==> src/hdl/hex_ring_enumerator_macros.svh <==
// ---------------------------------------------------------------------------
// Hex ring enumerator assertion macros
// Shared concurrent assertion forms, clocked on clk_i, held off during reset.
// ---------------------------------------------------------------------------
`ifndef HEX_RING_ENUMERATOR_MACROS_SVH
`define HEX_RING_ENUMERATOR_MACROS_SVH

// Same-cycle implication.
`define HRE_ASSERT_NOW(label, ante, cons) \
  label: assert property (@(posedge clk_i) disable iff (!rst_ni) (ante) |-> (cons)) \
    else $error("hex ring enumerator: same-cycle check failed");

// Next-cycle implication.
`define HRE_ASSERT_NEXT(label, ante, cons) \
  label: assert property (@(posedge clk_i) disable iff (!rst_ni) (ante) |=> (cons)) \
    else $error("hex ring enumerator: next-cycle check failed");

`endif

==> src/hdl/hre_pkg.sv <==
// ---------------------------------------------------------------------------
// Hex ring enumerator package
// Default board geometry, datapath widths and controller/datapath links.
// ---------------------------------------------------------------------------
`default_nettype none

package hre_pkg;

  localparam int BOARD_WIDTH_DEF  = 17;
  localparam int BOARD_HEIGHT_DEF = 11;
  localparam int MAX_RADIUS_DEF   = 10;

  localparam int CENTER_W = 8;
  localparam int RADIUS_W = 4;
  localparam int CELL_W   = 8;
  // Signed width of the axial coordinate differences.
  localparam int DIST_W   = 10;

  typedef struct packed {
    logic load;
    logic div_step;
    logic scan_step;
    logic flush;
  } hre_cmd_t;

  typedef struct packed {
    logic radius_ok;
    logic div_done;
    logic advance;
    logic scan_end;
    logic flush_done;
    logic pend_valid;
  } hre_sts_t;

endpackage

`default_nettype wire

==> src/hdl/hre_ctrl.sv <==
// ---------------------------------------------------------------------------
// Hex ring enumerator controller
// Sequences load, centre split, board scan and final flush of one request.
// ---------------------------------------------------------------------------
`default_nettype none

module hre_ctrl
  import hre_pkg::*;
(
  input  wire logic     clk_i,
  input  wire logic     rst_ni,
  input  wire logic     in_valid_i,
  output logic          in_ready_o,
  input  wire hre_sts_t sts_i,
  output hre_cmd_t      cmd_o
);

  typedef enum logic [1:0] {
    ST_IDLE,
    ST_DIVIDE,
    ST_SCAN,
    ST_FLUSH
  } state_e;

  state_e state_q, state_d;

  always_comb begin
    cmd_o           = '0;
    state_d         = state_q;
    cmd_o.load      = 1'b0;
    case (state_q)
      ST_IDLE: begin
        if (in_valid_i) begin
          cmd_o.load = 1'b1;
          state_d    = ST_DIVIDE;
        end
      end
      ST_DIVIDE: begin
        if (!sts_i.radius_ok) begin
          state_d = ST_IDLE;
        end else if (sts_i.div_done) begin
          state_d = ST_SCAN;
        end else begin
          cmd_o.div_step = 1'b1;
        end
      end
      ST_SCAN: begin
        cmd_o.scan_step = 1'b1;
        if (sts_i.advance && sts_i.scan_end) begin
          state_d = ST_FLUSH;
        end
      end
      ST_FLUSH: begin
        cmd_o.flush = 1'b1;
        if (sts_i.flush_done) begin
          state_d = ST_IDLE;
        end
      end
      default: begin
        state_d = ST_IDLE;
      end
    endcase
  end

  always_ff @(posedge clk_i or negedge rst_ni) begin
    if (!rst_ni) begin
      state_q    <= ST_IDLE;
      in_ready_o <= 1'b1;
    end else begin
      state_q    <= state_d;
      in_ready_o <= (state_d == ST_IDLE);
    end
  end

endmodule

`default_nettype wire

==> src/hdl/hre_dp.sv <==
// ---------------------------------------------------------------------------
// Hex ring enumerator datapath
// Centre split, scan counters, hex distance test, look-ahead and output word.
// ---------------------------------------------------------------------------
`default_nettype none

module hre_dp
  import hre_pkg::*;
#(
  parameter int BOARD_WIDTH  = BOARD_WIDTH_DEF,
  parameter int BOARD_HEIGHT = BOARD_HEIGHT_DEF,
  parameter int MAX_RADIUS   = MAX_RADIUS_DEF
) (
  input  wire logic                clk_i,
  input  wire logic                rst_ni,
  input  wire hre_cmd_t            cmd_i,
  output hre_sts_t                 sts_o,
  input  wire logic [CENTER_W-1:0] center_hex_i,
  input  wire logic [RADIUS_W-1:0] ring_radius_i,
  output logic                     out_valid_o,
  input  wire logic                out_ready_i,
  output logic [CELL_W-1:0]        cell_index_o,
  output logic                     last_cell_o
);

  localparam int XW    = $clog2(BOARD_WIDTH);
  localparam int YW    = $clog2(BOARD_HEIGHT);
  localparam int NCELL = BOARD_WIDTH * BOARD_HEIGHT;
  localparam int IDXW  = ($clog2(NCELL) > CELL_W) ? $clog2(NCELL) : CELL_W;

  logic [CENTER_W-1:0] rem_q;
  logic [CENTER_W-1:0] cy_q;
  logic [RADIUS_W-1:0] radius_q;
  logic                radius_ok_q;
  logic [XW-1:0]       x_q;
  logic [YW-1:0]       y_q;
  logic [IDXW-1:0]     cell_q;
  logic                pend_valid_q;
  logic [CELL_W-1:0]   pend_idx_q;
  logic                out_valid_q;
  logic [CELL_W-1:0]   out_idx_q;
  logic                out_last_q;

  function automatic logic [DIST_W-1:0] abs_val(input logic [DIST_W-1:0] a);
    abs_val = a[DIST_W-1] ? (~a + DIST_W'(1)) : a;
  endfunction

  logic [DIST_W-1:0] xz, yz, cxz, cyz;
  logic [DIST_W-1:0] q_cell, q_cent, dq, dr, ds;
  logic [DIST_W:0]   dsum;
  logic              match;
  logic              out_free;
  logic              scan_push;
  logic              flush_push;

  // Axial q = x - (y + 1) / 2; rows and columns are never negative here.
  always_comb begin
    xz     = {{(DIST_W-XW){1'b0}}, x_q};
    yz     = {{(DIST_W-YW){1'b0}}, y_q};
    cxz    = {{(DIST_W-CENTER_W){1'b0}}, rem_q};
    cyz    = {{(DIST_W-CENTER_W){1'b0}}, cy_q};
    q_cell = xz - ((yz + DIST_W'(1)) >> 1);
    q_cent = cxz - ((cyz + DIST_W'(1)) >> 1);
    dq     = q_cell - q_cent;
    dr     = yz - cyz;
    ds     = dq + dr;
    dsum   = {1'b0, abs_val(dq)} + {1'b0, abs_val(dr)} + {1'b0, abs_val(ds)};
    match  = (dsum[DIST_W:1] == {{(DIST_W-RADIUS_W){1'b0}}, radius_q});
  end

  assign out_free   = !out_valid_q || out_ready_i;
  assign scan_push  = cmd_i.scan_step && match && pend_valid_q && out_free;
  assign flush_push = cmd_i.flush && pend_valid_q && out_free;

  always_comb begin
    sts_o            = '0;
    sts_o.radius_ok  = radius_ok_q;
    sts_o.div_done   = (rem_q < CENTER_W'(BOARD_WIDTH));
    sts_o.advance    = !(match && pend_valid_q) || out_free;
    sts_o.scan_end   = (x_q == XW'(BOARD_WIDTH - 1)) && (y_q == YW'(BOARD_HEIGHT - 1));
    sts_o.flush_done = !pend_valid_q || out_free;
    sts_o.pend_valid = pend_valid_q;
  end

  // Request registers and scan counters.
  always_ff @(posedge clk_i or negedge rst_ni) begin
    if (!rst_ni) begin
      rem_q       <= '0;
      cy_q        <= '0;
      radius_q    <= '0;
      radius_ok_q <= 1'b0;
      x_q         <= '0;
      y_q         <= '0;
      cell_q      <= '0;
    end else if (cmd_i.load) begin
      rem_q       <= center_hex_i;
      cy_q        <= '0;
      radius_q    <= ring_radius_i;
      radius_ok_q <= (ring_radius_i <= RADIUS_W'(MAX_RADIUS));
      x_q         <= '0;
      y_q         <= '0;
      cell_q      <= '0;
    end else if (cmd_i.div_step) begin
      rem_q <= rem_q - CENTER_W'(BOARD_WIDTH);
      cy_q  <= cy_q + CENTER_W'(1);
    end else if (cmd_i.scan_step && sts_o.advance) begin
      cell_q <= cell_q + IDXW'(1);
      if (x_q == XW'(BOARD_WIDTH - 1)) begin
        x_q <= '0;
        y_q <= y_q + YW'(1);
      end else begin
        x_q <= x_q + XW'(1);
      end
    end
  end

  // Hold one match back so that the final one can carry the mark.
  always_ff @(posedge clk_i or negedge rst_ni) begin
    if (!rst_ni) begin
      pend_valid_q <= 1'b0;
      out_valid_q  <= 1'b0;
    end else begin
      if (cmd_i.scan_step && match && sts_o.advance) begin
        pend_valid_q <= 1'b1;
      end else if (flush_push) begin
        pend_valid_q <= 1'b0;
      end
      if (scan_push || flush_push) begin
        out_valid_q <= 1'b1;
      end else if (out_ready_i) begin
        out_valid_q <= 1'b0;
      end
    end
  end

  always_ff @(posedge clk_i) begin
    if (cmd_i.scan_step && match && sts_o.advance) begin
      pend_idx_q <= cell_q[CELL_W-1:0];
    end
    if (scan_push || flush_push) begin
      out_idx_q  <= pend_idx_q;
      out_last_q <= flush_push;
    end
  end

  assign out_valid_o  = out_valid_q;
  assign cell_index_o = out_idx_q;
  assign last_cell_o  = out_last_q;

endmodule

`default_nettype wire

==> src/hdl/hex_ring_enumerator.sv <==
// Sequence: a load, a centre split by repeated subtraction of BOARD_WIDTH, then a scan
//   of one board cell per cycle while no match waits on a held output word; a held
//   match moves into the output word register when the next match is found. A radius
//   above MAX_RADIUS ends the request without a scan. New requests are taken only in idle.
// Reset: rst_ni is asynchronous, active low; it returns the controller to idle
//   and drops all pending and output words.
// ---------------------------------------------------------------------------
// Hex ring enumerator
// Emits, in ascending index order, every on-board cell at an exact hex
// distance (at most MAX_RADIUS) from a centre cell, marking the final cell of the ring.
// ---------------------------------------------------------------------------
`default_nettype none

`include "hex_ring_enumerator_macros.svh"

module hex_ring_enumerator
  import hre_pkg::*;
#(
  parameter int BOARD_WIDTH  = BOARD_WIDTH_DEF,
  parameter int BOARD_HEIGHT = BOARD_HEIGHT_DEF,
  parameter int MAX_RADIUS   = MAX_RADIUS_DEF
) (
  input  wire logic        clk_i,
  input  wire logic        rst_ni,
  // Request words.
  input  wire logic        s_axis_tvalid_i,
  output logic             s_axis_tready_o,
  input  wire logic [15:0] s_axis_tdata_i,   // [7:0] center_hex, [11:8] ring_radius, [15:12] zero
  // Result words.
  output logic             m_axis_tvalid_o,
  input  wire logic        m_axis_tready_i,
  output logic [7:0]       m_axis_tdata_o,   // [7:0] cell_index
  output logic             m_axis_tlast_o    // last_cell
);

  hre_cmd_t cmd;
  hre_sts_t sts;

  // The controller only ever sees status; all arithmetic lives in the datapath.
  hre_ctrl u_ctrl (
    .clk_i      (clk_i),
    .rst_ni     (rst_ni),
    .in_valid_i (s_axis_tvalid_i),
    .in_ready_o (s_axis_tready_o),
    .sts_i      (sts),
    .cmd_o      (cmd)
  );

  // Centre split by repeated subtraction, a scan of every cell with one distance
  // test per cycle unless a match waits on a held output word, a single match
  // held back for the last mark, and an output word register that decouples the sink.
  hre_dp #(
    .BOARD_WIDTH  (BOARD_WIDTH),
    .BOARD_HEIGHT (BOARD_HEIGHT),
    .MAX_RADIUS   (MAX_RADIUS)
  ) u_dp (
    .clk_i         (clk_i),
    .rst_ni        (rst_ni),
    .cmd_i         (cmd),
    .sts_o         (sts),
    .center_hex_i  (s_axis_tdata_i[7:0]),
    .ring_radius_i (s_axis_tdata_i[11:8]),
    .out_valid_o   (m_axis_tvalid_o),
    .out_ready_i   (m_axis_tready_i),
    .cell_index_o  (m_axis_tdata_o),
    .last_cell_o   (m_axis_tlast_o)
  );

  // The scan may only stall when the output word is held by the sink.
  `HRE_ASSERT_NOW(a_stall_cause, cmd.scan_step && !sts.advance, m_axis_tvalid_o && !m_axis_tready_i)
  // No held-back match may survive into idle.
  `HRE_ASSERT_NOW(a_idle_no_pend, s_axis_tready_o, !sts.pend_valid)
  // A flush that hands over its word leaves nothing pending.
  `HRE_ASSERT_NEXT(a_flush_clears, cmd.flush && sts.flush_done, !sts.pend_valid)

endmodule

`default_nettype wire

==> config.mk <==
export PLATFORM = sky130hd
export DESIGN_NAME = hex_ring_enumerator
export DESIGN_NICKNAME = d
export VERILOG_FILES = /design/src/hdl/hre_pkg.sv /design/src/hdl/hre_ctrl.sv /design/src/hdl/hre_dp.sv /design/src/hdl/hex_ring_enumerator.sv
export VERILOG_INCLUDE_DIRS = /design/src /design/src/hdl
export SDC_FILE = /design/constraint.sdc
export NUM_CORES = 1
export LEC_CHECK = 0
export ABC_CLOCK_PERIOD_IN_PS = 10500
export BUFFER_PORTS_ARGS = -buffer_cell sky130_fd_sc_hd__buf_2
export CAP_MARGIN = 20
export CORE_UTILIZATION = 60
export DETAILED_ROUTE_END_ITERATION = 8
export HOLD_SLACK_MARGIN = 0.1
export PLACE_DENSITY = 0.83
export RECOVER_POWER = 25
export SETUP_SLACK_MARGIN = 0.1
export SLEW_MARGIN = 25
export SYNTH_ARGS = -nofsm -noshare
export SYNTH_HDL_FRONTEND = slang
export SYNTH_SLANG_ARGS = --single-unit
==> constraint.sdc <==
create_clock -name clk_i -period 10.5 [get_ports clk_i]
set_input_delay 2.1 -clock clk_i [delete_from_list [all_inputs] [get_ports clk_i]]
set_output_delay 2.1 -clock clk_i [all_outputs]
set_load 0.05 [all_outputs]
* After elaboration in Yosys (flattened, before gate mapping)
Cells that the tools add are included.
Storage, ports and cells: bits of input ports 20, logic and storage cells 104, register bits after elaboration 60
Operators by class: reductions and logical operators 26, $lt $le $gt $ge 2, eq/ne operators 7, $add $sub $neg 17, muxes and demuxes 35, bitwise logic cells 3
Operators by type and width (count):
- $mux W8 | 7
- $add A10 B1 Y10 const B | 3
- $mux W10 | 3
- $not A10 Y10 | 3
- $mux W5 | 4
- $add A8 B1 Y8 const B | 2
- $mux W4 | 4
- $add A10 B10 Y11 | 1
- $add A11 B10 Y11 | 1
- $mux W1 | 11
- $add A10 B10 Y10 | 1
- $eq A10 B4 Y1 | 1
- $logic_and A1 B1 Y1 | 10
- $mux W2 | 5
- $reduce_bool A2 Y1 | 5
- $sub A10 B10 Y10 | 1
- $sub A5 B9 Y10 | 1
- $sub A8 B9 Y10 | 1
- $add A8 B1 Y9 const B | 1
- $sub A4 B8 Y9 | 1
- $lt A8 B5 Y1 const B | 1
- $pmux W2 S4 | 1
- $sub A8 B5 Y8 const B | 1
- $add A4 B1 Y5 const B | 1
- other kinds (13) | 20

* Longest topological paths before layout
word-level depth 16, depth in mapped cells 33, gate-level depth less buffers 32

* Cells and area by module
A second synthesis with hierarchy kept.
Second synthesis, totals: cells, all modules 642, area, all modules 5839.4 sq um
Modules (own cells, without submodules):
- hre_dp | instances 1, cells an instance 626, area an instance 5676.7 sq um
- hre_ctrl | instances 1, cells an instance 16, area an instance 162.7 sq um

* Worst setup path after synthesis
OpenSTA, ideal clock, no wires.
path kind reg2reg, start register u_dp.y_q[1], end register u_dp.y_q[1], arrival 7659 ps, slack 2755 ps, path buffers 1, stages on the path, launching flop included 31, path through dfrtp_1 > nand3_1 > xnor2_1 > fa_1 > fa_1 > inv_1 > ha_1 > and3_1 > a221oi_1 > xnor2_1 > ha_1 > nand3_1 > o211ai_1 > o41ai_1 > o21bai_1 > a21oi_1 > xnor2_2 > mux2i_1 > fa_1 > inv_1 > ha_1 > fa_1 > a211oi_2 > o21bai_1 > a2111oi_2 > o21ai_1 > a2111oi_4 > nand2b_4 > buf_6 > nor2_2 > a211oi_2
Between the ends: cells in the longest elaborated chain, start to end 15
Ends and longest elaborated chain:
- from (decl) | line hre_dp.sv:36 | logic [YW-1:0] y_q;
- from (signal assigned) | line hre_dp.sv:110 | y_q <= y_q + YW'(1);
- $add A4 B1 Y5 | line hre_dp.sv:62 | q_cell = xz - ((yz + DIST_W'(1)) >> 1);
- $sub A5 B9 Y10 | line hre_dp.sv:62
- $sub A10 B10 Y10 | line hre_dp.sv:64 | dq = q_cell - q_cent;
- $not A10 Y10 or $add A10 B10 Y10 (tied branches) | line hre_dp.sv:45, hre_dp.sv:66
- $add A10 B1 Y10 or $not A10 Y10 (tied branches) | line hre_dp.sv:45 | abs_val = a[DIST_W-1] ? (~a + DIST_W'(1)) : a;
- $mux W10 or $add A10 B1 Y10 (tied branches) | line hre_dp.sv:45
- $add A10 B10 Y11 or $mux W10 (tied branches) | line hre_dp.sv:67, hre_dp.sv:45
- $add A11 B10 Y11 | line hre_dp.sv:67 | dsum = {1'b0, abs_val(dq)} + {1'b0, abs_val(dr)} + {1'b0, abs_val(ds)};
- $eq A10 B4 Y1 | line hre_dp.sv:68 | match = (dsum[DIST_W:1] == {{(DIST_W-RADIUS_W){1'b0}}, radius_q});
- $logic_and A1 B1 Y1 | line hre_dp.sv:79 | sts_o.advance = !(match && pend_valid_q) || out_free;
- $logic_not A1 Y1 | line hre_dp.sv:79
- $logic_or A1 B1 Y1 | line hre_dp.sv:79
- $logic_and A1 B1 Y1 | line hre_dp.sv:106 | end else if (cmd_i.scan_step && sts_o.advance) begin
- $reduce_bool A2 Y1 (no line)
- $reduce_and A3 Y1 (no line)
Several ways; a longest one is shown, not always the timed one. The select of a mux whose other input is x is not followed. A chain may end at the register's enable or synchronous reset.

* Final worst setup path
start register u_dp.y_q[2], end register u_dp.cell_q[0]
Between the ends: cells in the longest elaborated chain, start to end 15
Ends and longest elaborated chain:
- $add A4 B1 Y5 | line hre_dp.sv:62
- $sub A5 B9 Y10 | line hre_dp.sv:62
- $sub A10 B10 Y10 | line hre_dp.sv:64
- $not A10 Y10 or $add A10 B10 Y10 (tied branches) | line hre_dp.sv:45, hre_dp.sv:66
- $add A10 B1 Y10 or $not A10 Y10 (tied branches) | line hre_dp.sv:45
- $mux W10 or $add A10 B1 Y10 (tied branches) | line hre_dp.sv:45
- $add A10 B10 Y11 or $mux W10 (tied branches) | line hre_dp.sv:67, hre_dp.sv:45
- $add A11 B10 Y11 * | line hre_dp.sv:67
- $eq A10 B4 Y1 * | line hre_dp.sv:68
- $logic_and A1 B1 Y1 * | line hre_dp.sv:79
- $logic_not A1 Y1 * | line hre_dp.sv:79
- $logic_or A1 B1 Y1 * | line hre_dp.sv:79
- $logic_and A1 B1 Y1 * | line hre_dp.sv:106
- $reduce_bool A2 Y1 (no line) *
- $reduce_and A2 Y1 (no line) *
- to (signal assigned) | line hre_dp.sv:107 | cell_q <= cell_q + IDXW'(1);
- to (decl) | line hre_dp.sv:37 | logic [IDXW-1:0] cell_q;
Every way passes the cells marked *; elsewhere a longest branch is shown, timed or not.

==> results.py <==
metrics = {
    "min_path": {
        "holdCritPathClass": "flip-flop to flip-flop",
    },
    "floorplanning": {
        "rows": 33,
        "initial_utilization_pct": 63.0,
        "die_area_um2": 9180,
        "core-area_um2": 8380,
        "io_pins": 31,
        "die_h_um": 95.8,
        "die_x_um": 95.8,
    },
    "synthesis": {
        "synth.avg_cell_area_um2": 8.98,
        "synth-main-ff-cell": "dfrtp_1",
        "ys_seq_area_share_pct": 30.1,
        "async_flop_share_pct": 71.7,
        "syn-cell-area_um2": 5280,
        "synth-edff-count": 17,
        "syn-num-nets": 678,
        "synthCells": 588,
        "ys_seq_elements": 60,
        "ys.warnings.count": 0,
        "ys_types": 64,
    },
    "critical_path": {
        "critical_path_class": "flip-flop to flip-flop",
        "crit_fanout": 11,
        "worst_path_max_delay_cell": "nor2b_1",
        "crit_arrival_ns": 9.27,
        "cpMostUsedCell": "fa_1",
        "end_kind": "flip-flop",
        "start_kind": "flip-flop",
        "cp.required_ns": 10.73,
        "slowest_delay_ns": 0.62,
    },
    "finish": {
        "fillers": 636,
        "nNetsFinal": 703,
        "drive_gt1_share_pct": 8.74,
        "area_growth_pct": 7.84,
        "final_common_cell": "inv_1",
        "final_cell_mix": "67 x inv_1, 55 x nand2_1, 49 x ha_1, 42 x dfrtp_1",
        "fin_area_um2": 5700,
        "fin_util_pct": 68.0,
        "diodes": 0,
    },
    "clock_tree": {
        "cts_buffers": 9,
        "cts_resized": 0,
        "h-tree-depth": 3,
        "clockBufferDepth": 2,
        "cts_root_buffer": "clkbuf_8",
        "clkTransAtPathRegs_ns": 0.06,
        "holdBufCountCts": 0,
        "clk_latency_ns": 0.35,
        "cts.sink_count": 60,
        "tritoncts": "built",
        "post_cts_buffers": 0,
    },
    "routing": {
        "top_layer": "met4",
        "wirelength_um": 11600,
        "final_antenna_net_count": 0,
        "dr.pass1.iters": 5,
        "drtIter0Drc": 208,
        "drc_errors": 0,
        "post_drt_wl_per_cell_um": 16.0,
        "vias": 4377,
        "viasPerCell": 6.05,
        "wl_met3_um": 596,
        "m1WireLength_um": 4890,
        "met2_length_um": 5880,
    },
    "timing": {
        "period_needed_ns": 9.04,
        "finalCritPeriodShare_pct": 86.1,
        "grt_setup_unrepaired": "false",
        "max_slew.worst_pin.slew_ns": 2.28,
        "finalSetupTns_ns": 0,
        "slew_violations": 44,
        "hold_viol_final": 0,
        "finalSetupViolCount": 0,
        "maxSlewHeadroom_pct": -52.2,
        "finalClockSkew_ns": 0.00620,
        "fmax_ghz": 0.111,
    },
    "placed_design": {
        "hpwl_um": 8950,
        "port_buffers": 26,
        "gp_congestion": 0.851,
        "placed_area_um2": 5490,
    },
    "run_status": {
        "violations": "max-capacitance violations, max-slew violations",
        "outcome": "finished, violations left",
    },
    "global_routing": {
        "grt_max_degree": 44,
        "grt_pass1_wl_um": 18600,
        "grt_pass1_vias": 4124,
        "track_usage_pct": 26.5,
        "antenna_found_initial": 0,
        "grt_overflow": 0,
    },
    "run": {
        "drv_cap": 1,
    },
}
[worst max-delay path, delay by kind of cell, from the launching register on]
| family | cells | cell delay (ns) |
|---|---|---|
| AO/OA/AOI/OAI | 9 | 2.46 |
| XOR/XNOR | 3 | 0.86 |
| adder cells (fa/ha/maj) | 7 | 2.97 |
| buffers and inverters | 2 | 0.10 |
| flip-flops | 1 | 0.49 |
| multiplexers | 2 | 0.52 |
| AND/OR/NAND/NOR | 6 | 1.53 |
[synthesized netlist by cell type, drive strengths merged (16+ instances only)]
| library cell | count | area (µm²) |
|---|---|---|
| ha | 49 | 613 |
| a21oi | 37 | 185 |
| edfxtp | 17 | 510 |
| nand3 | 22 | 110 |
| nor3 | 16 | 80.1 |
| fa | 21 | 420 |
| xor2 | 18 | 158 |
| o21ai | 31 | 155 |
| nand2 | 55 | 206 |
| dfrtp | 42 | 1050 |
| nor2 | 40 | 153 |
| xnor2 | 40 | 358 |
| inv | 67 | 251 |
[cell families after synthesis]
kind of cell	count (synthesis)	synth area share, %
DFF	60	30.1
AOI/OAI and AO/OA	123	15.9
adders and majority gates	70	19.6
buffers and inverters	80	5.85
xor gates and xnor gates	58	9.76
and+or+nand+nor	191	17.9
muxes	5	0.971
other	1	0.0710
[sequential cells by signal, summed over array words and instances, names as in the netlist]
register           flops
u_dp.cell_index_o      8
u_dp.cell_q            8
u_dp.cy_q              8
u_dp.pend_idx_q        8
u_dp.rem_q             8
u_dp.x_q               5
u_dp.radius_q          4
u_dp.y_q               4
u_ctrl.state_q         2
u_ctrl.in_ready_o      1
u_dp.last_cell_o       1
u_dp.out_valid_o       1
u_dp.pend_valid_q      1
u_dp.radius_ok_q       1
[per-stage QoR]
| stage | hold slack, ns | cells | setup WS [ns] |
|---|---|---|---|
| after floorplan | 0.400 | 588 | 2.75 |
| after global placement | 0.403 | 707 | 1.85 |
| after detailed placement | 0.405 | 707 | 1.62 |
| after CTS | 0.420 | 723 | 1.57 |
| after global routing | 0.433 | 723 | 0.941 |
| final | 0.418 | 723 | 1.46 |
[worst paths after layout]
| check | start | end | slack (ns) | cells after the start |
|---|---|---|---|---|
| min in group asynchronous | rst_ni | u_dp.rem_q[1]$_DFFE_PN0P_ | 2.44 | 1 |
| hold reg to reg | u_dp.pend_idx_q[3]$_DFFE_PP_ | u_dp.cell_index_o[3]$_DFFE_PP_ | 0.42 | 0 |
| hold / removal | u_dp.pend_idx_q[3]$_DFFE_PP_ | u_dp.cell_index_o[3]$_DFFE_PP_ | 0.42 | 0 |
| setup / recovery | u_dp.y_q[2]$_DFFE_PN0P_ | u_dp.cell_q[0]$_DFFE_PN0P_ | 1.46 | 29 |
| setup reg to reg | u_dp.y_q[2]$_DFFE_PN0P_ | u_dp.cell_q[0]$_DFFE_PN0P_ | 1.46 | 29 |
| max in group asynchronous | rst_ni | u_dp.x_q[4]$_DFFE_PN0P_ | 6.77 | 1 |
[routing by layer]
metal	vias to the layer above	GRT usage (%)
li1	2104	-
met1	2114	32.8
met2	139	46.7
met3	20	5.37
met4	0	7.71
met5	-	0
[final cells by class]
class	count	area (µm²)	share of cell area, %
flip-flops and latches	60	1590	27.9
clock inverters	6	80.1	1.41
repair buffers	26	129	2.26
inverters	68	255	4.48
clock buffers	10	128	2.24
multi-input cells	448	3390	59.4
well taps	105	131	2.31
Power is not shown: default switching activity piles up to over one toggle a cycle in this logic, so the estimate is an artifact.
